**src/rtl/sptn_pkg.sv**
```systemverilog
// shared types, constants and micro-op table of the point-triangle distance unit
`default_nettype none

package sptn_pkg;

    localparam int FracBits       = 24;
    localparam int DigitBits      = 8;
    localparam int SquareBitsMin  = 44;
    localparam int DistBits       = 23;
    localparam int DistMax        = 4194303;
    localparam int PcBits         = 6;

    localparam logic [PcBits-1:0] PcDotB  = 6'd6;
    localparam logic [PcBits-1:0] PcDotC  = 6'd12;
    localparam logic [PcBits-1:0] PcDetC  = 6'd18;
    localparam logic [PcBits-1:0] PcDetB  = 6'd20;
    localparam logic [PcBits-1:0] PcDetA  = 6'd22;
    localparam logic [PcBits-1:0] PcBlend = 6'd24;
    localparam logic [PcBits-1:0] PcLast  = 6'd35;

    typedef enum logic [9:0] {
        ST_IDLE   = 10'b0000000001,
        ST_ISSUE  = 10'b0000000010,
        ST_MUL    = 10'b0000000100,
        ST_CHECK  = 10'b0000001000,
        ST_DIVGO  = 10'b0000010000,
        ST_DIV    = 10'b0000100000,
        ST_UPDATE = 10'b0001000000,
        ST_ROOT   = 10'b0010000000,
        ST_ROUND  = 10'b0100000000,
        ST_OUT    = 10'b1000000000
    } state_t;

    typedef enum logic [5:0] {
        O_AB0, O_AB1, O_AB2, O_AC0, O_AC1, O_AC2,
        O_AP0, O_AP1, O_AP2, O_BP0, O_BP1, O_BP2,
        O_CP0, O_CP1, O_CP2,
        O_D1, O_D2, O_D3, O_D4, O_D5, O_D6,
        O_T, O_S, O_E0, O_E1, O_E2, O_F0, O_F1, O_F2,
        O_OFF0, O_OFF1, O_OFF2, O_N0, O_N1, O_N2
    } opnd_t;

    typedef enum logic [1:0] {
        AM_LOAD, AM_ADD, AM_SUB, AM_BLEND
    } acc_mode_t;

    typedef enum logic [3:0] {
        DS_NONE, DS_D1, DS_D2, DS_D3, DS_D4, DS_D5, DS_D6,
        DS_VC, DS_VB, DS_VA, DS_Q0, DS_Q1, DS_Q2, DS_SQ, DS_ND
    } dest_t;

    typedef enum logic [2:0] {
        RG_A, RG_B, RG_C, RG_AB, RG_AC, RG_BC, RG_IN
    } region_t;

    typedef struct packed {
        opnd_t     a;
        opnd_t     b;
        acc_mode_t mode;
        dest_t     dest;
        logic      check;
    } uop_t;

    function automatic uop_t mk(opnd_t a, opnd_t b, acc_mode_t m, dest_t d, logic ck);
        uop_t u;
        u.a     = a;
        u.b     = b;
        u.mode  = m;
        u.dest  = d;
        u.check = ck;
        return u;
    endfunction

    // one multiply-accumulate per step; check marks a region test after it
    function automatic uop_t uop_at(logic [PcBits-1:0] pc);
        uop_t u;
        unique case (pc)
            6'd0:  u = mk(O_AB0, O_AP0, AM_LOAD, DS_NONE, 1'b0);
            6'd1:  u = mk(O_AB1, O_AP1, AM_ADD,  DS_NONE, 1'b0);
            6'd2:  u = mk(O_AB2, O_AP2, AM_ADD,  DS_D1,   1'b0);
            6'd3:  u = mk(O_AC0, O_AP0, AM_LOAD, DS_NONE, 1'b0);
            6'd4:  u = mk(O_AC1, O_AP1, AM_ADD,  DS_NONE, 1'b0);
            6'd5:  u = mk(O_AC2, O_AP2, AM_ADD,  DS_D2,   1'b1);
            6'd6:  u = mk(O_AB0, O_BP0, AM_LOAD, DS_NONE, 1'b0);
            6'd7:  u = mk(O_AB1, O_BP1, AM_ADD,  DS_NONE, 1'b0);
            6'd8:  u = mk(O_AB2, O_BP2, AM_ADD,  DS_D3,   1'b0);
            6'd9:  u = mk(O_AC0, O_BP0, AM_LOAD, DS_NONE, 1'b0);
            6'd10: u = mk(O_AC1, O_BP1, AM_ADD,  DS_NONE, 1'b0);
            6'd11: u = mk(O_AC2, O_BP2, AM_ADD,  DS_D4,   1'b1);
            6'd12: u = mk(O_AB0, O_CP0, AM_LOAD, DS_NONE, 1'b0);
            6'd13: u = mk(O_AB1, O_CP1, AM_ADD,  DS_NONE, 1'b0);
            6'd14: u = mk(O_AB2, O_CP2, AM_ADD,  DS_D5,   1'b0);
            6'd15: u = mk(O_AC0, O_CP0, AM_LOAD, DS_NONE, 1'b0);
            6'd16: u = mk(O_AC1, O_CP1, AM_ADD,  DS_NONE, 1'b0);
            6'd17: u = mk(O_AC2, O_CP2, AM_ADD,  DS_D6,   1'b1);
            6'd18: u = mk(O_D1,  O_D4,  AM_LOAD, DS_NONE, 1'b0);
            6'd19: u = mk(O_D3,  O_D2,  AM_SUB,  DS_VC,   1'b1);
            6'd20: u = mk(O_D5,  O_D2,  AM_LOAD, DS_NONE, 1'b0);
            6'd21: u = mk(O_D1,  O_D6,  AM_SUB,  DS_VB,   1'b1);
            6'd22: u = mk(O_D3,  O_D6,  AM_LOAD, DS_NONE, 1'b0);
            6'd23: u = mk(O_D5,  O_D4,  AM_SUB,  DS_VA,   1'b1);
            6'd24: u = mk(O_T,   O_E0,  AM_BLEND, DS_NONE, 1'b0);
            6'd25: u = mk(O_S,   O_F0,  AM_ADD,  DS_Q0,   1'b0);
            6'd26: u = mk(O_T,   O_E1,  AM_BLEND, DS_NONE, 1'b0);
            6'd27: u = mk(O_S,   O_F1,  AM_ADD,  DS_Q1,   1'b0);
            6'd28: u = mk(O_T,   O_E2,  AM_BLEND, DS_NONE, 1'b0);
            6'd29: u = mk(O_S,   O_F2,  AM_ADD,  DS_Q2,   1'b0);
            6'd30: u = mk(O_OFF0, O_OFF0, AM_LOAD, DS_NONE, 1'b0);
            6'd31: u = mk(O_OFF1, O_OFF1, AM_ADD,  DS_NONE, 1'b0);
            6'd32: u = mk(O_OFF2, O_OFF2, AM_ADD,  DS_SQ,   1'b0);
            6'd33: u = mk(O_N0,  O_OFF0, AM_LOAD, DS_NONE, 1'b0);
            6'd34: u = mk(O_N1,  O_OFF1, AM_ADD,  DS_NONE, 1'b0);
            6'd35: u = mk(O_N2,  O_OFF2, AM_ADD,  DS_ND,   1'b0);
            default: u = mk(O_AB0, O_AB0, AM_LOAD, DS_NONE, 1'b0);
        endcase
        return u;
    endfunction

endpackage

`default_nettype wire

```
**src/rtl/sptn_mul.sv**
```systemverilog
// iterative signed multiplier, one 8-bit digit of the multiplier per cycle
`default_nettype none

module sptn_mul #(
    parameter int DW = 46,
    parameter int WW = 92
) (
    input  wire logic                 clk,
    input  wire logic                 rst_n,
    input  wire logic                 start,
    input  wire logic signed [DW-1:0] op_a,
    input  wire logic signed [DW-1:0] op_b,
    output logic                      done,
    output logic signed [WW-1:0]      prod
);
    import sptn_pkg::*;

    localparam int NumDigits = (DW + DigitBits - 1) / DigitBits;
    localparam int CntBits   = (NumDigits > 1) ? $clog2(NumDigits) : 1;

    logic [WW-1:0]      mcand_reg;
    logic [DW-1:0]      mplier_reg;
    logic [WW-1:0]      acc_reg;
    logic               neg_reg;
    logic               busy_reg;
    logic               done_reg;
    logic [CntBits-1:0] cnt_reg;
    logic [DW-1:0]      mag_a;
    logic [DW-1:0]      mag_b;

    assign mag_a = op_a[DW-1] ? DW'(-op_a) : DW'(op_a);
    assign mag_b = op_b[DW-1] ? DW'(-op_b) : DW'(op_b);

    always_ff @(posedge clk or negedge rst_n)
    begin
        if (!rst_n)
        begin
            busy_reg <= 1'b0;
            done_reg <= 1'b0;
            cnt_reg  <= '0;
        end
        else
        begin
            done_reg <= 1'b0;
            if (start)
            begin
                busy_reg <= 1'b1;
                cnt_reg  <= '0;
            end
            else if (busy_reg)
            begin
                cnt_reg <= cnt_reg + 1'b1;
                if (cnt_reg == CntBits'(NumDigits - 1))
                begin
                    busy_reg <= 1'b0;
                    done_reg <= 1'b1;
                end
            end
        end
    end

    always_ff @(posedge clk)
    begin
        if (start)
        begin
            mcand_reg  <= WW'(mag_a);
            mplier_reg <= mag_b;
            acc_reg    <= '0;
            neg_reg    <= op_a[DW-1] ^ op_b[DW-1];
        end
        else if (busy_reg)
        begin
            acc_reg    <= acc_reg + mcand_reg * WW'(mplier_reg[DigitBits-1:0]);
            mcand_reg  <= mcand_reg << DigitBits;
            mplier_reg <= mplier_reg >> DigitBits;
        end
    end

    assign done = done_reg;
    assign prod = neg_reg ? -$signed(acc_reg) : $signed(acc_reg);

endmodule

`default_nettype wire

```
**config.mk**
```make
export PLATFORM = sky130hd
export DESIGN_NAME = sptn_mul
export DESIGN_NICKNAME = d
export VERILOG_FILES = /design/src/rtl/sptn_pkg.sv /design/src/rtl/sptn_mul.sv
export SDC_FILE = /design/constraint.sdc
export NUM_CORES = 2
export LEC_CHECK = 0
export BUFFER_PORTS_ARGS = -buffer_cell sky130_fd_sc_hd__clkbuf_2
export CELL_PAD_IN_SITES_DETAIL_PLACEMENT = 0
export CELL_PAD_IN_SITES_GLOBAL_PLACEMENT = 1
export CORE_ASPECT_RATIO = 0.75
export CORE_MARGIN = 4
export CORE_UTILIZATION = 35
export CTS_BUF_LIST = sky130_fd_sc_hd__clkbuf_8
export DETAILED_ROUTE_END_ITERATION = 10
export PLACE_DENSITY = 0.77
export SLEW_MARGIN = 15
export SYNTH_ARGS = -nofsm -noshare
export SYNTH_HDL_FRONTEND = slang
export SYNTH_SLANG_ARGS = --single-unit
```
**constraint.sdc**
```tcl
create_clock -name clk -period 5.5 [get_ports clk]
set_input_delay 0 -clock clk [delete_from_list [all_inputs] [get_ports clk]]
set_output_delay 0 -clock clk [all_outputs]
set_load 0.005 [all_outputs]
```
==> qor_table.md <==
| Result | Value |
| --- | --- |
| Layout Area Growth over Synthesis | 35.6% |
| Routing usage on met2 | 34.7% |
| TritonCTS clock tree | yes |
| Worst Clk Skew | 0.0452 ns |
| Worst-path cell chain | buf_6, buf_6, and2_4, fa_2, fa_2, fa_1, inv_2, fa_1, inv_2, ha_4, buf_4, and3_4, a211oi_2, and3_1, a2111o_1, a21oi_4, o21ai_4, a211oi_2, buf_4, or3_4, a32o_1 |
| Overall global routing resource usage | 24.3% |
| Worst slew margin relative to its limit | 22.2% |
| Count of buffer and inverter cells on the critical path | 6 |
| Routed via count divided by cell count | 5.00 |
| Tightest Pin Transition | 1.17 ns |
| GR met1 Demand/Resource | 33.5% |
| Maximum fanout count along the critical path | 8 |
| Max Cap Violations | 0 |
| First DRT Iteration DRCs | 2621 |
| Yosys reg bits | 236 |
| Path type of the worst min-delay path | primary input to asynchronous set/reset pin |
| Count of cells along the worst register-to-register path | 21 |
| Final weighted congestion of routability-driven global placement | 0.943 |
| Number of instances in the synthesized netlist | 4281 |
| Fin nets | 5987 |
| Count of flip-flops with a built-in enable after synthesis | 93 |
| Maximum single-stage delay on the critical path | 0.58 ns |
| Smallest setup slack after layout | -0.488 ns |
| Setup Viol. Count Final | 48 |
| Post-synthesis instance area | 36900 um2 |
| Total detailed-routing wirelength | 136000 um |
| Setup repair after global routing missed its margin | yes |
| Via total after detailed routing | 33200 |
| Root cell of the clock tree | sky130_fd_sc_hd__clkbuf_8 |
| 1st-pass router iterations | 6 |
| Longest Clk Path Bufs | 3 |
| Signal arrival time at the worst endpoint | 6.60 ns |
| Mean instance size in the synthesized netlist | 8.63 um2 |
| Antenna violations before repair | 13 |
| Number of H-tree branching levels | 2 |
| Rows | 102 |
| Proportion of synthesized flip-flops having asynchronous set or reset | 2.12% |
| Final Hold Fails | 0 |
| Violated checks | negative setup slack |
| Number of placed I/O pins | 188 |
| Ys flop type | sky130_fd_sc_hd__dfxtp_1 |
| FMAX | 167 MHz |
| Post-CTS clock slew at the launch and capture registers of the worst setup and hold paths | 0.06 ns |
| Core area | 104000 um2 |
| Die Area | 111000 um2 |
| DRC violation count after routing | 0 |
| Total of warnings raised by yosys | 0 |
| Initial core utilization | 35.5% |
| Placed wire-length estimate | 104000 um |
| Clock Latency Late Sink | 0.72 ns |
| Sort of element at the start of the critical path | register |
| Final critical-path share of the clock period | 109% |
| Ratio of cells with drive above 1 in the final layout | 26.3% |
| Synth unique cells | 78 |
| Wirelength per Cell | 20.5 um |
| Number of buffer cells added on primary ports | 187 |
| Sequential cell area fraction in the yosys report | 15.4% |
| Via count of the first global-routing pass | 34300 |
| Total number of cells along the worst setup path | 21 |
| Met3 usage | 9.29% |
| Largest delay contributor family on the critical path | adder cells |
| Wire length of the first global-routing pass | 207000 um |
| Routing layer with the top usage in global route | met2 |
| Synthesized netlist net count | 5088 |
| TritonCTS Buffers | 51 |
| Final Max Slew Viols | 0 |
| Master of the slowest instance on the critical path | sky130_fd_sc_hd__fa_2 |
| Run status | finished, violations left |
| Maximum number of pins on one net before global-route repair | 109 |
| Number of clock sinks | 236 |
| Worst hold slack | 0.236 ns |
| Minimum clock period after layout | 5.99 ns |
| Kind of critical path | register to register |
| GRT Residual Overflow | 0 |
| WP data required | 6.11 ns |
| Chip Width | 383 um |
| Crit. End Element | register |
| Core Util, Final | 48.2% |
| DRT antenna net count | 0 |
| Vertical die dimension | 289 um |
==> cell families (layout without fill, tap and decap cells) <==
logic type	after synthesis	in the layout	synth area share, %
adders and majority gates	712	712	36.4
and+or+nand+nor	1410	1410	19.4
muxes	91	91	2.48
xor gates and xnor gates	262	262	6.21
DFF	236	236	15.4
buffers and inverters	964	1906	9.81
AOI/OAI and AO/OA	606	606	10.3
other	0	9	0
==> routing by layer <==
layer | part of all wire (%) | up-vias
met2 | 41 | 1282
li1 | - | 15400
met4 | 3.4 | 10
met5 | 0.17 | -
met3 | 11 | 207
met1 | 44 | 16300
==> per-stage QoR <==
step / worst slack (ns) / instances / TNS (ns) / instance area (um2)
global route: -0.629 / 6634 / -23.34 / 50100
floorplan: -0.0399 / 4281 / -0.115 / 37000
detailed placement: -1.11 / 6278 / -35.71 / 43800
global placement: -1.05 / 6278 / -33.80 / 43800
CTS: -0.450 / 6586 / -11.80 / 48600
finish: -0.488 / 6636 / -13.86 / 50100
==> synthesized netlist by cell type (106+ instances only) <==
cell type / instances / share of area, %
sky130_fd_sc_hd__a21oi_1: 204 / 2.8
sky130_fd_sc_hd__and2_1: 468 / 7.9
sky130_fd_sc_hd__clkbuf_1: 199 / 2.0
sky130_fd_sc_hd__dfxtp_1: 138 / 7.5
sky130_fd_sc_hd__fa_1: 606 / 33
sky130_fd_sc_hd__ha_1: 106 / 3.6
sky130_fd_sc_hd__inv_1: 733 / 7.4
sky130_fd_sc_hd__nand2_1: 422 / 4.3
sky130_fd_sc_hd__nor2_1: 252 / 2.6
sky130_fd_sc_hd__o21ai_0: 111 / 1.5
sky130_fd_sc_hd__xnor2_1: 152 / 3.6
sky130_fd_sc_hd__xor2_1: 110 / 2.6
==> path summary, 6_finish.rpt <==
check                           slack [ns]          start            to
worst max register to register       -0.49  mplier_reg[4]   acc_reg[83]
worst max-delay path                 -0.49  mplier_reg[4]   acc_reg[83]
max in group asynchronous             5.01          rst_n      busy_reg
worst min register to register        0.48    acc_reg[73]   acc_reg[73]
worst min-delay path                  0.24          rst_n          done
min in group clk                      0.25        op_a[0]  mcand_reg[0]
==> layout make-up <==
type	instances	area (um2)
clock buffers	58	798
diodes	9	22.5
multi-input cells	3081	29700
well taps	1404	1760
inverters	735	2760
clock inverters	38	299
fillers	9791	53900
repair buffers	1075	9070
flip-flops and latches	236	5680
==> worst register-to-register path, delay by kind of cell, from the launching register on <==
| family | cells | cell delay (ns) |
|---|---|---|
| flip-flops | 1 | 0.48 |
| buffers and inverters | 6 | 0.73 |
| adder cells (fa/ha/maj) | 5 | 2.36 |
| AO/OA/AOI/OAI | 6 | 1.39 |
| AND/OR/NAND/NOR | 4 | 0.94 |
==> cell usage in the layout, fill, tap and decap left out, types with 16 or more instances in the layout <==
cell and count:
sky130_fd_sc_hd__a21o_1 40, sky130_fd_sc_hd__inv_2 35, sky130_fd_sc_hd__o31ai_1 49, sky130_fd_sc_hd__buf_12 30, sky130_fd_sc_hd__or4_1 20, sky130_fd_sc_hd__a21oi_1 157, sky130_fd_sc_hd__fa_1 586, sky130_fd_sc_hd__dlygate4sd3_1 146
sky130_fd_sc_hd__nand2_1 390, sky130_fd_sc_hd__edfxtp_1 93, sky130_fd_sc_hd__nand2_2 21, sky130_fd_sc_hd__o21bai_1 24, sky130_fd_sc_hd__clkbuf_2 186, sky130_fd_sc_hd__or3_1 17, sky130_fd_sc_hd__ha_1 53, sky130_fd_sc_hd__nor2_1 240
sky130_fd_sc_hd__a21oi_2 33, sky130_fd_sc_hd__buf_6 64, sky130_fd_sc_hd__o21ai_0 77, sky130_fd_sc_hd__buf_4 622, sky130_fd_sc_hd__nor4_1 16, sky130_fd_sc_hd__and2_1 443, sky130_fd_sc_hd__xor2_1 103, sky130_fd_sc_hd__clkbuf_8 59
sky130_fd_sc_hd__xnor2_1 141, sky130_fd_sc_hd__dfxtp_1 138, sky130_fd_sc_hd__mux2i_1 85, sky130_fd_sc_hd__nand4_1 46, sky130_fd_sc_hd__o41ai_1 18, sky130_fd_sc_hd__and2_4 25, sky130_fd_sc_hd__fa_2 20, sky130_fd_sc_hd__o21ai_1 26
sky130_fd_sc_hd__ha_4 50, sky130_fd_sc_hd__o22ai_1 36, sky130_fd_sc_hd__nor3_1 32, sky130_fd_sc_hd__nand3_1 46, sky130_fd_sc_hd__inv_1 714
==> timing repair <==
item / CTS / global route
setup endpoints to repair: 61 / 63
hold buffers: 146 / 0
gates resized for setup: 300 / 261
setup buffers: 53 / 43
gates cloned: 15 / 7
hold endpoints to repair: 113 / 0
pin swaps: 105 / 184
Power is not shown: default switching activity piles up to over one toggle a cycle in this logic, so the estimate is an artifact.
