`src/rtl/sptn_pkg.sv`:
```
// shared types, constants and micro-op table of the point-triangle distance unit
`default_nettype none

package sptn_pkg;

    localparam int FracBits       = 24;
    localparam int DigitBits      = 8;
    localparam int SquareBitsMin  = 44;
    localparam int DistBits       = 23;
    localparam int DistMax        = 4194303;
    localparam int PcBits         = 6;

    localparam logic [PcBits-1:0] PcDotB  = 6'd6;
    localparam logic [PcBits-1:0] PcDotC  = 6'd12;
    localparam logic [PcBits-1:0] PcDetC  = 6'd18;
    localparam logic [PcBits-1:0] PcDetB  = 6'd20;
    localparam logic [PcBits-1:0] PcDetA  = 6'd22;
    localparam logic [PcBits-1:0] PcBlend = 6'd24;
    localparam logic [PcBits-1:0] PcLast  = 6'd35;

    typedef enum logic [9:0] {
        ST_IDLE   = 10'b0000000001,
        ST_ISSUE  = 10'b0000000010,
        ST_MUL    = 10'b0000000100,
        ST_CHECK  = 10'b0000001000,
        ST_DIVGO  = 10'b0000010000,
        ST_DIV    = 10'b0000100000,
        ST_UPDATE = 10'b0001000000,
        ST_ROOT   = 10'b0010000000,
        ST_ROUND  = 10'b0100000000,
        ST_OUT    = 10'b1000000000
    } state_t;

    typedef enum logic [5:0] {
        O_AB0, O_AB1, O_AB2, O_AC0, O_AC1, O_AC2,
        O_AP0, O_AP1, O_AP2, O_BP0, O_BP1, O_BP2,
        O_CP0, O_CP1, O_CP2,
        O_D1, O_D2, O_D3, O_D4, O_D5, O_D6,
        O_T, O_S, O_E0, O_E1, O_E2, O_F0, O_F1, O_F2,
        O_OFF0, O_OFF1, O_OFF2, O_N0, O_N1, O_N2
    } opnd_t;

    typedef enum logic [1:0] {
        AM_LOAD, AM_ADD, AM_SUB, AM_BLEND
    } acc_mode_t;

    typedef enum logic [3:0] {
        DS_NONE, DS_D1, DS_D2, DS_D3, DS_D4, DS_D5, DS_D6,
        DS_VC, DS_VB, DS_VA, DS_Q0, DS_Q1, DS_Q2, DS_SQ, DS_ND
    } dest_t;

    typedef enum logic [2:0] {
        RG_A, RG_B, RG_C, RG_AB, RG_AC, RG_BC, RG_IN
    } region_t;

    typedef struct packed {
        opnd_t     a;
        opnd_t     b;
        acc_mode_t mode;
        dest_t     dest;
        logic      check;
    } uop_t;

    function automatic uop_t mk(opnd_t a, opnd_t b, acc_mode_t m, dest_t d, logic ck);
        uop_t u;
        u.a     = a;
        u.b     = b;
        u.mode  = m;
        u.dest  = d;
        u.check = ck;
        return u;
    endfunction

    // one multiply-accumulate per step; check marks a region test after it
    function automatic uop_t uop_at(logic [PcBits-1:0] pc);
        uop_t u;
        unique case (pc)
            6'd0:  u = mk(O_AB0, O_AP0, AM_LOAD, DS_NONE, 1'b0);
            6'd1:  u = mk(O_AB1, O_AP1, AM_ADD,  DS_NONE, 1'b0);
            6'd2:  u = mk(O_AB2, O_AP2, AM_ADD,  DS_D1,   1'b0);
            6'd3:  u = mk(O_AC0, O_AP0, AM_LOAD, DS_NONE, 1'b0);
            6'd4:  u = mk(O_AC1, O_AP1, AM_ADD,  DS_NONE, 1'b0);
            6'd5:  u = mk(O_AC2, O_AP2, AM_ADD,  DS_D2,   1'b1);
            6'd6:  u = mk(O_AB0, O_BP0, AM_LOAD, DS_NONE, 1'b0);
            6'd7:  u = mk(O_AB1, O_BP1, AM_ADD,  DS_NONE, 1'b0);
            6'd8:  u = mk(O_AB2, O_BP2, AM_ADD,  DS_D3,   1'b0);
            6'd9:  u = mk(O_AC0, O_BP0, AM_LOAD, DS_NONE, 1'b0);
            6'd10: u = mk(O_AC1, O_BP1, AM_ADD,  DS_NONE, 1'b0);
            6'd11: u = mk(O_AC2, O_BP2, AM_ADD,  DS_D4,   1'b1);
            6'd12: u = mk(O_AB0, O_CP0, AM_LOAD, DS_NONE, 1'b0);
            6'd13: u = mk(O_AB1, O_CP1, AM_ADD,  DS_NONE, 1'b0);
            6'd14: u = mk(O_AB2, O_CP2, AM_ADD,  DS_D5,   1'b0);
            6'd15: u = mk(O_AC0, O_CP0, AM_LOAD, DS_NONE, 1'b0);
            6'd16: u = mk(O_AC1, O_CP1, AM_ADD,  DS_NONE, 1'b0);
            6'd17: u = mk(O_AC2, O_CP2, AM_ADD,  DS_D6,   1'b1);
            6'd18: u = mk(O_D1,  O_D4,  AM_LOAD, DS_NONE, 1'b0);
            6'd19: u = mk(O_D3,  O_D2,  AM_SUB,  DS_VC,   1'b1);
            6'd20: u = mk(O_D5,  O_D2,  AM_LOAD, DS_NONE, 1'b0);
            6'd21: u = mk(O_D1,  O_D6,  AM_SUB,  DS_VB,   1'b1);
            6'd22: u = mk(O_D3,  O_D6,  AM_LOAD, DS_NONE, 1'b0);
            6'd23: u = mk(O_D5,  O_D4,  AM_SUB,  DS_VA,   1'b1);
            6'd24: u = mk(O_T,   O_E0,  AM_BLEND, DS_NONE, 1'b0);
            6'd25: u = mk(O_S,   O_F0,  AM_ADD,  DS_Q0,   1'b0);
            6'd26: u = mk(O_T,   O_E1,  AM_BLEND, DS_NONE, 1'b0);
            6'd27: u = mk(O_S,   O_F1,  AM_ADD,  DS_Q1,   1'b0);
            6'd28: u = mk(O_T,   O_E2,  AM_BLEND, DS_NONE, 1'b0);
            6'd29: u = mk(O_S,   O_F2,  AM_ADD,  DS_Q2,   1'b0);
            6'd30: u = mk(O_OFF0, O_OFF0, AM_LOAD, DS_NONE, 1'b0);
            6'd31: u = mk(O_OFF1, O_OFF1, AM_ADD,  DS_NONE, 1'b0);
            6'd32: u = mk(O_OFF2, O_OFF2, AM_ADD,  DS_SQ,   1'b0);
            6'd33: u = mk(O_N0,  O_OFF0, AM_LOAD, DS_NONE, 1'b0);
            6'd34: u = mk(O_N1,  O_OFF1, AM_ADD,  DS_NONE, 1'b0);
            6'd35: u = mk(O_N2,  O_OFF2, AM_ADD,  DS_ND,   1'b0);
            default: u = mk(O_AB0, O_AB0, AM_LOAD, DS_NONE, 1'b0);
        endcase
        return u;
    endfunction

endpackage

`default_nettype wire

```
`src/rtl/sptn_div.sv`:
```
// restoring divider giving a ratio num/den as an unsigned fraction clamped to [0, 1]
`default_nettype none

module sptn_div #(
    parameter int WW = 92
) (
    input  wire logic                 clk,
    input  wire logic                 rst_n,
    input  wire logic                 start,
    input  wire logic signed [WW-1:0] num,
    input  wire logic signed [WW-1:0] den,
    output logic                      done,
    output logic [sptn_pkg::FracBits:0] quot
);
    import sptn_pkg::*;

    localparam int CntBits = $clog2(FracBits);

    logic [WW-1:0]       rem_reg;
    logic [WW-1:0]       den_reg;
    logic [FracBits:0]   quot_reg;
    logic                busy_reg;
    logic                done_reg;
    logic [CntBits-1:0]  cnt_reg;
    logic [WW-1:0]       rem_shift;
    logic                fits;

    assign rem_shift = {rem_reg[WW-2:0], 1'b0};
    assign fits      = (rem_shift >= den_reg);

    always_ff @(posedge clk or negedge rst_n)
    begin
        if (!rst_n)
        begin
            busy_reg <= 1'b0;
            done_reg <= 1'b0;
            cnt_reg  <= '0;
        end
        else
        begin
            done_reg <= 1'b0;
            if (start)
            begin
                cnt_reg <= '0;
                // out-of-range ratios finish at once
                if (den <= 0 || num <= 0 || num >= den)
                begin
                    done_reg <= 1'b1;
                end
                else
                begin
                    busy_reg <= 1'b1;
                end
            end
            else if (busy_reg)
            begin
                cnt_reg <= cnt_reg + 1'b1;
                if (cnt_reg == CntBits'(FracBits - 1))
                begin
                    busy_reg <= 1'b0;
                    done_reg <= 1'b1;
                end
            end
        end
    end

    always_ff @(posedge clk)
    begin
        if (start)
        begin
            rem_reg <= num;
            den_reg <= den;
            if (den <= 0 || num <= 0)
            begin
                quot_reg <= '0;
            end
            else if (num >= den)
            begin
                quot_reg <= (FracBits + 1)'(1) << FracBits;
            end
            else
            begin
                quot_reg <= '0;
            end
        end
        else if (busy_reg)
        begin
            rem_reg  <= fits ? rem_shift - den_reg : rem_shift;
            quot_reg <= {quot_reg[FracBits-1:0], fits};
        end
    end

    assign done = done_reg;
    assign quot = quot_reg;

endmodule

`default_nettype wire

```
`config.mk`:
```
export PLATFORM = sky130hd
export DESIGN_NAME = sptn_div
export DESIGN_NICKNAME = d
export VERILOG_FILES = /design/src/rtl/sptn_pkg.sv /design/src/rtl/sptn_div.sv
export SDC_FILE = /design/constraint.sdc
export NUM_CORES = 1
export LEC_CHECK = 0
export BUFFER_PORTS_ARGS = -buffer_cell sky130_fd_sc_hd__buf_2
export CAP_MARGIN = 20
export CELL_PAD_IN_SITES_DETAIL_PLACEMENT = 1
export CELL_PAD_IN_SITES_GLOBAL_PLACEMENT = 1
export CORE_AREA = 4 4 201 203
export DETAILED_ROUTE_END_ITERATION = 10
export DIE_AREA = 0 0 205 207
export PLACE_DENSITY_LB_ADDON = 0.1
export SETUP_SLACK_MARGIN = 0.15
export SKIP_LAST_GASP = 1
export SLEW_MARGIN = 30
export SYNTH_ARGS = -nofsm -noshare
export SYNTH_HDL_FRONTEND = slang
export SYNTH_SLANG_ARGS = --single-unit
```
`constraint.sdc`:
```
create_clock -name clk -period 3.79 [get_ports clk]
set_input_delay 0.758 -clock clk [delete_from_list [all_inputs] [get_ports clk]]
set_output_delay 0.758 -clock clk [all_outputs]
set_load 0.05 [all_outputs]
```
==> results of run 1 <==
==> worst max-delay path: stages (launching register included) <==
cell and delay (ns):
edfxtp_1 0.45, ha_4 0.29, buf_6 0.12, a21o_1 0.20, a21oi_2 0.18, o221ai_2 0.15, a211oi_4 0.23, o211ai_1 0.12
buf_4 0.17, a31oi_4 0.18, nand4_1 0.16, a311o_2 0.44, buf_6 0.16, clkbuf_16 0.15, buf_16 0.15, nor2_1 0.13
a21oi_1 0.07, mux2_2 0.27
==> cells in the mapped netlist, types with 50 or more instances <==
cell type  instances  share of area
a21o_1            87          0.037
a21oi_1          234          0.066
clkbuf_1          60          0.013
edfxtp_1         208           0.35
ha_1             185           0.13
inv_1            222          0.047
nand2_1          148          0.031
nand4_1           88          0.031
nor2_1           134          0.028
nor4_1            58          0.021
o21ai_0          100          0.028
xnor2_1           50          0.025
==> per-stage QoR <==
step | instance area (sq um) | std cells | hold WS [ns] | total power, uW
6_report | 23100 | 2918 | 0.376 | 19600
2_1_floorplan | 17700 | 1990 | 0.462 | 10200
4_1_cts | 21400 | 2857 | 0.364 | 16700
5_1_grt | 23100 | 2915 | 0.372 | 20600
3_3_place_gp | 20300 | 2796 | 0.521 | 13500
3_5_place_dp | 20300 | 2796 | 0.533 | 13800
==> per-layer routing <==
layer,routed length [um],global-route usage,vias up
met5,24,0,-
met4,3010,0.0984,4
met3,5320,0.0558,138
met2,35500,0.517,658
met1,31600,0.435,8940
li1,-,-,8041
==> cell type report <==
class | count | area, sq um
Clock inverter | 9 | 75.1
Tap cell | 518 | 648
Multi-Input combinational cell | 1464 | 11100
Fill cell | 4454 | 15400
Antenna cell | 3 | 7.51
Sequential cell | 215 | 6420
Clock buffer | 39 | 741
Timing Repair Buffer | 446 | 3230
Inverter | 224 | 847
==> kinds of logic (layout without fill, tap and decap cells) <==
logic type | Yosys count | in the layout
AO/OA/AOI/OAI | 570 | 570
AND/OR/NAND/NOR | 566 | 566
buffers and inverters | 311 | 718
flip-flops | 215 | 215
adder cells (fa/ha/maj) | 186 | 186
XOR/XNOR | 83 | 83
multiplexers | 59 | 59
other | 0 | 3
==> worst max-delay path by stage <==
stage	start	to	depth (start not counted)
after floorplan	rem_reg[0]	rem_reg[14]	14
after global placement	rem_reg[6]	rem_reg[87]	15
after detailed placement	rem_reg[6]	rem_reg[87]	15
after CTS	den_reg[1]	rem_reg[69]	15
after global routing	rem_reg[0]	rem_reg[5]	16
final	rem_reg[1]	rem_reg[5]	17
==> timing repair <==
item,CTS,global route
setup endpoints to repair,91,91
endpoints found under the hold margin,7,0
hold buffers,1,0
pin swaps,12,28
gates cloned,0,15
resized for setup,54,265
setup buffers,12,43
==> where the power goes <==
part           total, uW  switching (uW)  internal, uW
sequential          4040             580          3460
combinational      13000            7260          5770
clock               2550            1130          1420
==> results.toml, run 1 <==
[synth]
synth_top_family_by_area = "compound AO/OA/AOI/OAI gates"
synth-adder-area-share = 0.132
synthCells = 1990
synth_compound_gate_area_share = 0.198
yosys.area_share.xor_xnor = 0.0412
synth-simple-area-share = 0.159
ys_ff_latch = 215
syn-num-nets = 2363
ys.flop_type = "edfxtp_1"
yosysSeqAreaShare = 0.364
syn_avg_cell_area_sq_um = 8.87
synthArstFlopShare = 0.0326
synth_area_sq_mm = 0.0177
ys_types = 69
synth_edf_count = 208
synthMuxAreaShare = 0.0369
yosysWarningCount = 0

[global_routing]
grt_remaining_overflow = 0
grt_max_degree = 80
antenna_found_initial = 4
grt_use_total = 0.318
grt_first_pass_wirelength_mm = 106
grt_pass1_vias = 18020

[clocking]
cts_buffers = 27
cts_tree = "built"
htreeDepth = 1
clockBufferDepth = 3
clockRootBuffer = "clkbuf_16"
clk_latency_ns = 0.59
cts_sinks = 215
clkTransAtPathRegs_ns = 0.06

[critical_path]
rr_startpoint = "rem_reg[1]"
reg2reg_slack_ns = -0.09
ff2ff_path_depth = 17
critPathRequiredTime_ns = 4.12
critPathMaxFanout = 6
cp_data_arrival_time_ns = 4.22
cp-end-kind = "flip-flop"
start_kind = "flip-flop"
critPathKind = "reg -> reg"
rr_endpoint = "rem_reg[5]"

[detailed_routing]
via_per_inst = 6.09
wl_mm = 75.4
ant_nets = 0
dr.pass1.iters = 5
route.detailed.drc = 0
num_vias = 17781
drt_iter0_markers = 1297
wl_per_cell_um = 25.8

[worst_hold_path]
whs_path_depth = 1
hold_path_end = "den_reg[66]"
hold_start = "den[66]"
hold_class = "in -> reg"

[layout]
largest_reg_flops = 92
nets = 2751
layout_common_cells = "inv_1, buf_2, edfxtp_1, a21oi_1, buf_4"
drive_above_1_share = 0.297
final_common_cell = "inv_1"
fin_util = 0.600
synthToLayoutAreaGrowth_pct = 30.8

[floorplanning]
num_io_pins = 213
die-width_um = 205
rows = 72
chipHeight_um = 207
fp.coreArea_sq_mm = 0.0385
initial_core_util = 0.459
dieArea_sq_mm = 0.0424

[sta]
rsz0062_at_grt = "true"
finalHoldViolCount = 0
clock_skew_ns = 0.0175
setup_tns_ns = -0.550
setup_violations = 21
min_period_ns = 3.88
worst_pin_slew_ns = 0.970
min_period_over_period = 1.02
max-slew-margin-rel = 0.347
timing.fmax_mhz = 258
fin_ws_ns = -0.0917
slew_viol_final = 0

[job]
drv_cap = 0

[placed_design]
io_buffers = 212
pre_cts_slack_ns = -0.168
dp_hpwl_mm = 55.9
gp_congestion = 1.00

[pwr]
ir_drop_mv = 0.410
p_per_area_mw_per_mm2 = 849
p_leak_uw = 0.0104

[outcome]
violations = "negative setup slack"
status = "complete, but fails checks"
(Power assumes the default switching activity.)
==> inputs of run 2 (changes only) <==
--- a/config.mk
+++ b/config.mk
@@ -5,13 +5,14 @@
 export SDC_FILE = /design/constraint.sdc
 export NUM_CORES = 1
 export LEC_CHECK = 0
+export ABC_AREA = 1
 export BUFFER_PORTS_ARGS = -buffer_cell sky130_fd_sc_hd__buf_2
 export CAP_MARGIN = 20
 export CELL_PAD_IN_SITES_DETAIL_PLACEMENT = 1
 export CELL_PAD_IN_SITES_GLOBAL_PLACEMENT = 1
-export CORE_AREA = 4 4 201 203
+export CORE_AREA = 4 4 228 230
 export DETAILED_ROUTE_END_ITERATION = 10
-export DIE_AREA = 0 0 205 207
+export DIE_AREA = 0 0 232 234
 export PLACE_DENSITY_LB_ADDON = 0.1
 export SETUP_SLACK_MARGIN = 0.15
 export SKIP_LAST_GASP = 1
==> results.toml, run 2 <==
[clocking]
clockBufferDepth = 3
htreeDepth = 1
cts_sinks = 215
hold_buffers = 1
cts_buffers = 27
clk_latency_ns = 0.59
cts_resized = 0
cts_setup_buffers = 0
cts_tree = "built"
clkTransAtPathRegs_ns = 0.07
clockRootBuffer = "clkbuf_16"

[detailed_routing]
route.detailed.drc = 0
via_per_inst = 5.24
ant_nets = 0
drt_iter0_markers = 1620
num_vias = 22433
wl_per_cell_um = 21.8
wl_mm = 93.2
dr.pass1.iters = 5

[critical_path]
critPathRequiredTime_ns = 4.13
cp-end-kind = "flip-flop"
cp_data_arrival_time_ns = 3.88
critPathMaxFanout = 44
start_kind = "flip-flop"
critPathKind = "reg -> reg"

[sta]
min_period_over_period = 0.934
worst_pin_slew_ns = 0.941
clock_skew_ns = 0.0386
setup_tns_ns = 0
timing.fmax_mhz = 282
min_period_ns = 3.54
setup_violations = 0
slew_viol_final = 0
rsz0062_at_grt = "false"
finalHoldViolCount = 0
max-slew-margin-rel = 0.372

[pwr]
p_per_area_mw_per_mm2 = 733
ir_drop_mv = 0.542
p_leak_uw = 0.0135
power.total_uw = 17800

[floorplanning]
fp.coreArea_sq_mm = 0.0499
chipHeight_um = 234
num_io_pins = 213
dieArea_sq_mm = 0.0543
rows = 82
initial_core_util = 0.428
die-width_um = 232

[layout]
final_common_cell = "nand2_1"
insertedDiodeCount = 0
fin_util = 0.486
drive_above_1_share = 0.0992
synthToLayoutAreaGrowth_pct = 13.6
layout_common_cells = "nand2_1, inv_1, nor2_1, buf_2, edfxtp_1"
nets = 3964
nFillCells = 6891
largest_reg_flops = 92

[placed_design]
dp_hpwl_mm = 78.1
io_buffers = 212
gp_congestion = 1.03

[global_routing]
grt_remaining_overflow = 0
grt_pass1_vias = 23063
grt_use_total = 0.334
grt_max_degree = 93
antenna_found_initial = 4
grt_first_pass_wirelength_mm = 138

[synth]
yosysSeqAreaShare = 0.301
ys.flop_type = "edfxtp_1"
syn_avg_cell_area_sq_um = 6.36
syn-num-nets = 3732
synth_most_common_cell = "nand2_1"
synth_area_sq_mm = 0.0213
ys_types = 46
yosys.area.top_type = "edfxtp_1"
ys_ff_latch = 215
synth_edf_count = 208
synthCells = 3359
yosysWarningCount = 0
netlist_top_cells_count = "nand2_1, inv_1, nor2_1, edfxtp_1, nand3_1"
synthArstFlopShare = 0.0326
synth.top_cell.area_share = 0.293
synth_area_leaders = "edfxtp_1, nand2_1, inv_1, ha_1, nor2_1"

[outcome]
status = "finished clean"

[worst_hold_path]
hold_class = "in -> reg"

[job]
drv_cap = 0
run 2: per-stage QoR:
step | std cells | setup WS (ns) | area, sq um | hold slack [ns]
after global routing | 4280 | 0.176 | 24200 | 0.366
after floorplan | 3359 | 0.816 | 21300 | 0.462
after detailed placement | 4233 | 0.262 | 23300 | 0.532
after global placement | 4233 | 0.378 | 23300 | 0.517
final | 4280 | 0.248 | 24200 | 0.379
after CTS | 4280 | 0.304 | 24200 | 0.355
run 2: critical path, stage by stage, from the launching register on:
cell and delay (ns):
edfxtp_1 0.42, ha_1 0.38, nand2_1 0.13, nor2_2 0.23
nand2_1 0.13, nor3b_1 0.51, nand4_1 0.20, nand2_1 0.14
nor2_4 0.11, nand2_8 0.11, buf_4 0.51, nand3_1 0.18
nand3_1 0.16, nand2_1 0.08
run 2: worst paths after layout:
check / from / end / slack, ns / cells past startpoint
setup / recovery: rem_reg[9] / rem_reg[55] / 0.25 / 13
hold / removal: den[71] / den_reg[71] / 0.38 / 1
setup reg to reg: rem_reg[9] / rem_reg[55] / 0.25 / 13
hold reg to reg: cnt_reg[4] / cnt_reg[4] / 0.54 / 2
max in group asynchronous: rst_n / busy_reg / 3.04 / 2
min in group asynchronous: rst_n / done / 0.58 / 2
run 2: power by group:
group,switching [uW],total [uW],internal (uW)
Clock,1110,2680,1570
Combinational,7920,11300,3400
Sequential,364,3760,3400
Total,9400,17800,8370
run 2: cell type report:
class	instances	area [sq um]	area share
Inverter	749	2810	0.116
Sequential cell	215	6420	0.265
Multi-Input combinational cell	2349	11900	0.490
Timing Repair Buffer	249	1400	0.0578
Clock buffer	29	683	0.0282
Tap cell	672	841	0.0347
Clock inverter	17	200	0.00826
run 2: cells by family after synthesis:
group | count (synthesis) | share of synthesized area
compound gates | 208 | 0.0534
xor+xnor | 49 | 0.0201
fa+ha+maj | 186 | 0.109
buf+inv | 795 | 0.143
flops | 215 | 0.301
simple gates | 1906 | 0.373
run 2: per-layer routing:
metal,vias to the layer above,track usage,wire (um)
met1,10825,0.468,42400
met3,134,0.0451,6070
met5,-,0,13
met2,625,0.544,41800
li1,10847,-,-
met4,2,0.0921,2880
==> inputs of run 3 (changes only) <==
--- a/config.mk
+++ b/config.mk
@@ -6,13 +6,13 @@
 export NUM_CORES = 1
 export LEC_CHECK = 0
 export ABC_AREA = 1
-export BUFFER_PORTS_ARGS = -buffer_cell sky130_fd_sc_hd__buf_2
 export CAP_MARGIN = 20
 export CELL_PAD_IN_SITES_DETAIL_PLACEMENT = 1
 export CELL_PAD_IN_SITES_GLOBAL_PLACEMENT = 1
-export CORE_AREA = 4 4 228 230
+export CORE_AREA = 4 4 219 221
 export DETAILED_ROUTE_END_ITERATION = 10
-export DIE_AREA = 0 0 232 234
+export DIE_AREA = 0 0 223 225
+export DONT_BUFFER_PORTS = 1
 export PLACE_DENSITY_LB_ADDON = 0.1
 export SETUP_SLACK_MARGIN = 0.15
 export SKIP_LAST_GASP = 1
==> results.toml, run 3 (same netlist as run 2, synthesis figures left out) <==
[detailed_routing]
ant_nets = 0
num_vias = 22184
drt_iter0_markers = 1693
wl_mm = 94.1
via_per_inst = 5.55
route.detailed.drc = 0
wl_per_cell_um = 23.6
dr.pass1.iters = 6

[clocking]
cts_resized = 0
clk_latency_ns = 0.57
clockBufferDepth = 3
clkTransAtPathRegs_ns = 0.07
cts_buffers = 26
hold_buffers = 1
clockRootBuffer = "clkbuf_16"
cts_tree = "built"
cts_setup_buffers = 0
cts_sinks = 215
htreeDepth = 1

[critical_path]
cp-end-kind = "flip-flop"
cpPeakStageDelay_ns = 0.43
critPathKind = "reg -> reg"
cp_common_cell = "nand2_1"
critPathMaxFanout = 43
crit_slowest_cell = "edfxtp_1"
crit_chain = "ha_1, nand2_1, inv_2, a21oi_1, nand2_1, nand2_1, nand2_1, nand2_1, nand3_1, nor2_4, nand2_8, buf_12, nand2_1, nand2_1, o21ai_1"
critPathRequiredTime_ns = 4.09
start_kind = "flip-flop"
cp_data_arrival_time_ns = 3.78

[pwr]
p_leak_uw = 0.0126
ir_drop_mv = 0.481
p_per_area_mw_per_mm2 = 763
power.total_uw = 17500

[sta]
rsz0062_at_grt = "false"
finalHoldViolCount = 0
fin_hold_ws_ns = 0.280
min_period_ns = 3.48
max-slew-margin-rel = 0.421
clock_skew_ns = 0.0160
min_period_over_period = 0.917
timing.fmax_mhz = 288
setup_violations = 0
slew_viol_final = 0
worst_pin_slew_ns = 0.869
setup_tns_ns = 0

[layout]
fin_util = 0.497
nets = 3742
seq_area_sq_mm = 0.00642
synthToLayoutAreaGrowth_pct = 7.56
largest_reg_flops = 92
layout_common_cells = "nand2_1, inv_1, nor2_1, edfxtp_1, nand3_1"
fin_area_sq_mm = 0.0230
multi_input_area_sq_mm = 0.0119
drive_above_1_share = 0.0387
nFillCells = 6257
final_common_cell = "nand2_1"

[global_routing]
grt_pass1_vias = 23174
grt_use_total = 0.365
antenna_found_initial = 4
grt_first_pass_wirelength_mm = 141
grt_max_degree = 205
grt_remaining_overflow = 0

[worst_hold_path]
hold_class = "in -> reg"

[placed_design]
io_buffers = 0
dp_hpwl_mm = 77.3
gp_congestion = 1.04
placed_cell_area_sq_mm = 0.0221

[floorplanning]
die-width_um = 223
initial_core_util = 0.462
fp.coreArea_sq_mm = 0.0462
num_io_pins = 213
chipHeight_um = 225
rows = 79
dieArea_sq_mm = 0.0502

[job]
drv_cap = 0

[outcome]
status = "finished clean"
-- run 3: metrics by stage --
| stage | setup slack [ns] | std cells |
|---|---|---|
| finish | 0.313 | 3995 |
| global route | 0.255 | 3995 |
| CTS | 0.396 | 3994 |
| detailed placement | 0.391 | 3947 |
| global placement | 0.399 | 3947 |
| floorplan | 0.816 | 3359 |
-- run 3: path summary, 6_finish.rpt --
| kind | from | to | slack, ns | cells after the start |
|---|---|---|---|---|
| min | den[19] | den_reg[19] | 0.28 | 0 |
| min in group asynchronous | rst_n | cnt_reg[1] | 0.53 | 1 |
| max | rem_reg[65] | rem_reg[31] | 0.31 | 15 |
| max reg2reg | rem_reg[65] | rem_reg[31] | 0.31 | 15 |
| min reg2reg | cnt_reg[0] | cnt_reg[0] | 0.60 | 2 |
| max in group asynchronous | rst_n | cnt_reg[2] | 3.02 | 1 |
-- run 3: routing by layer --
layer / GRT usage / part of all wire / wire length (um)
met2: 0.594 / 0.45 / 42700
met4: 0.109 / 0.034 / 3210
met1: 0.501 / 0.44 / 41000
met3: 0.0633 / 0.076 / 7150
met5: 0 / 0.00029 / 27
-- run 3: area by class of cell --
type                            instances  share of cell area
Multi-Input combinational cell       2349               0.517
Tap cell                              607              0.0331
Antenna cell                            1            0.000109
Clock buffer                           37              0.0324
Timing Repair Buffer                   28              0.0120
Sequential cell                       215               0.280
Clock inverter                          9             0.00300
Inverter                              749               0.123
-- run 3: worst max-delay path: cells and delay by family (launching register included) --
kind | cells | cell delay (ns)
and+or+nand+nor | 10 | 1.40
AOI/OAI and AO/OA | 2 | 0.74
DFF | 1 | 0.43
adders and majority gates | 1 | 0.40
buffers and inverters | 2 | 0.24
-- run 3: where the power goes --
group	internal (uW)	switching, uW
Clock	1420	1060
Sequential	3400	491
Combinational	3320	7820
Total	8140	9370
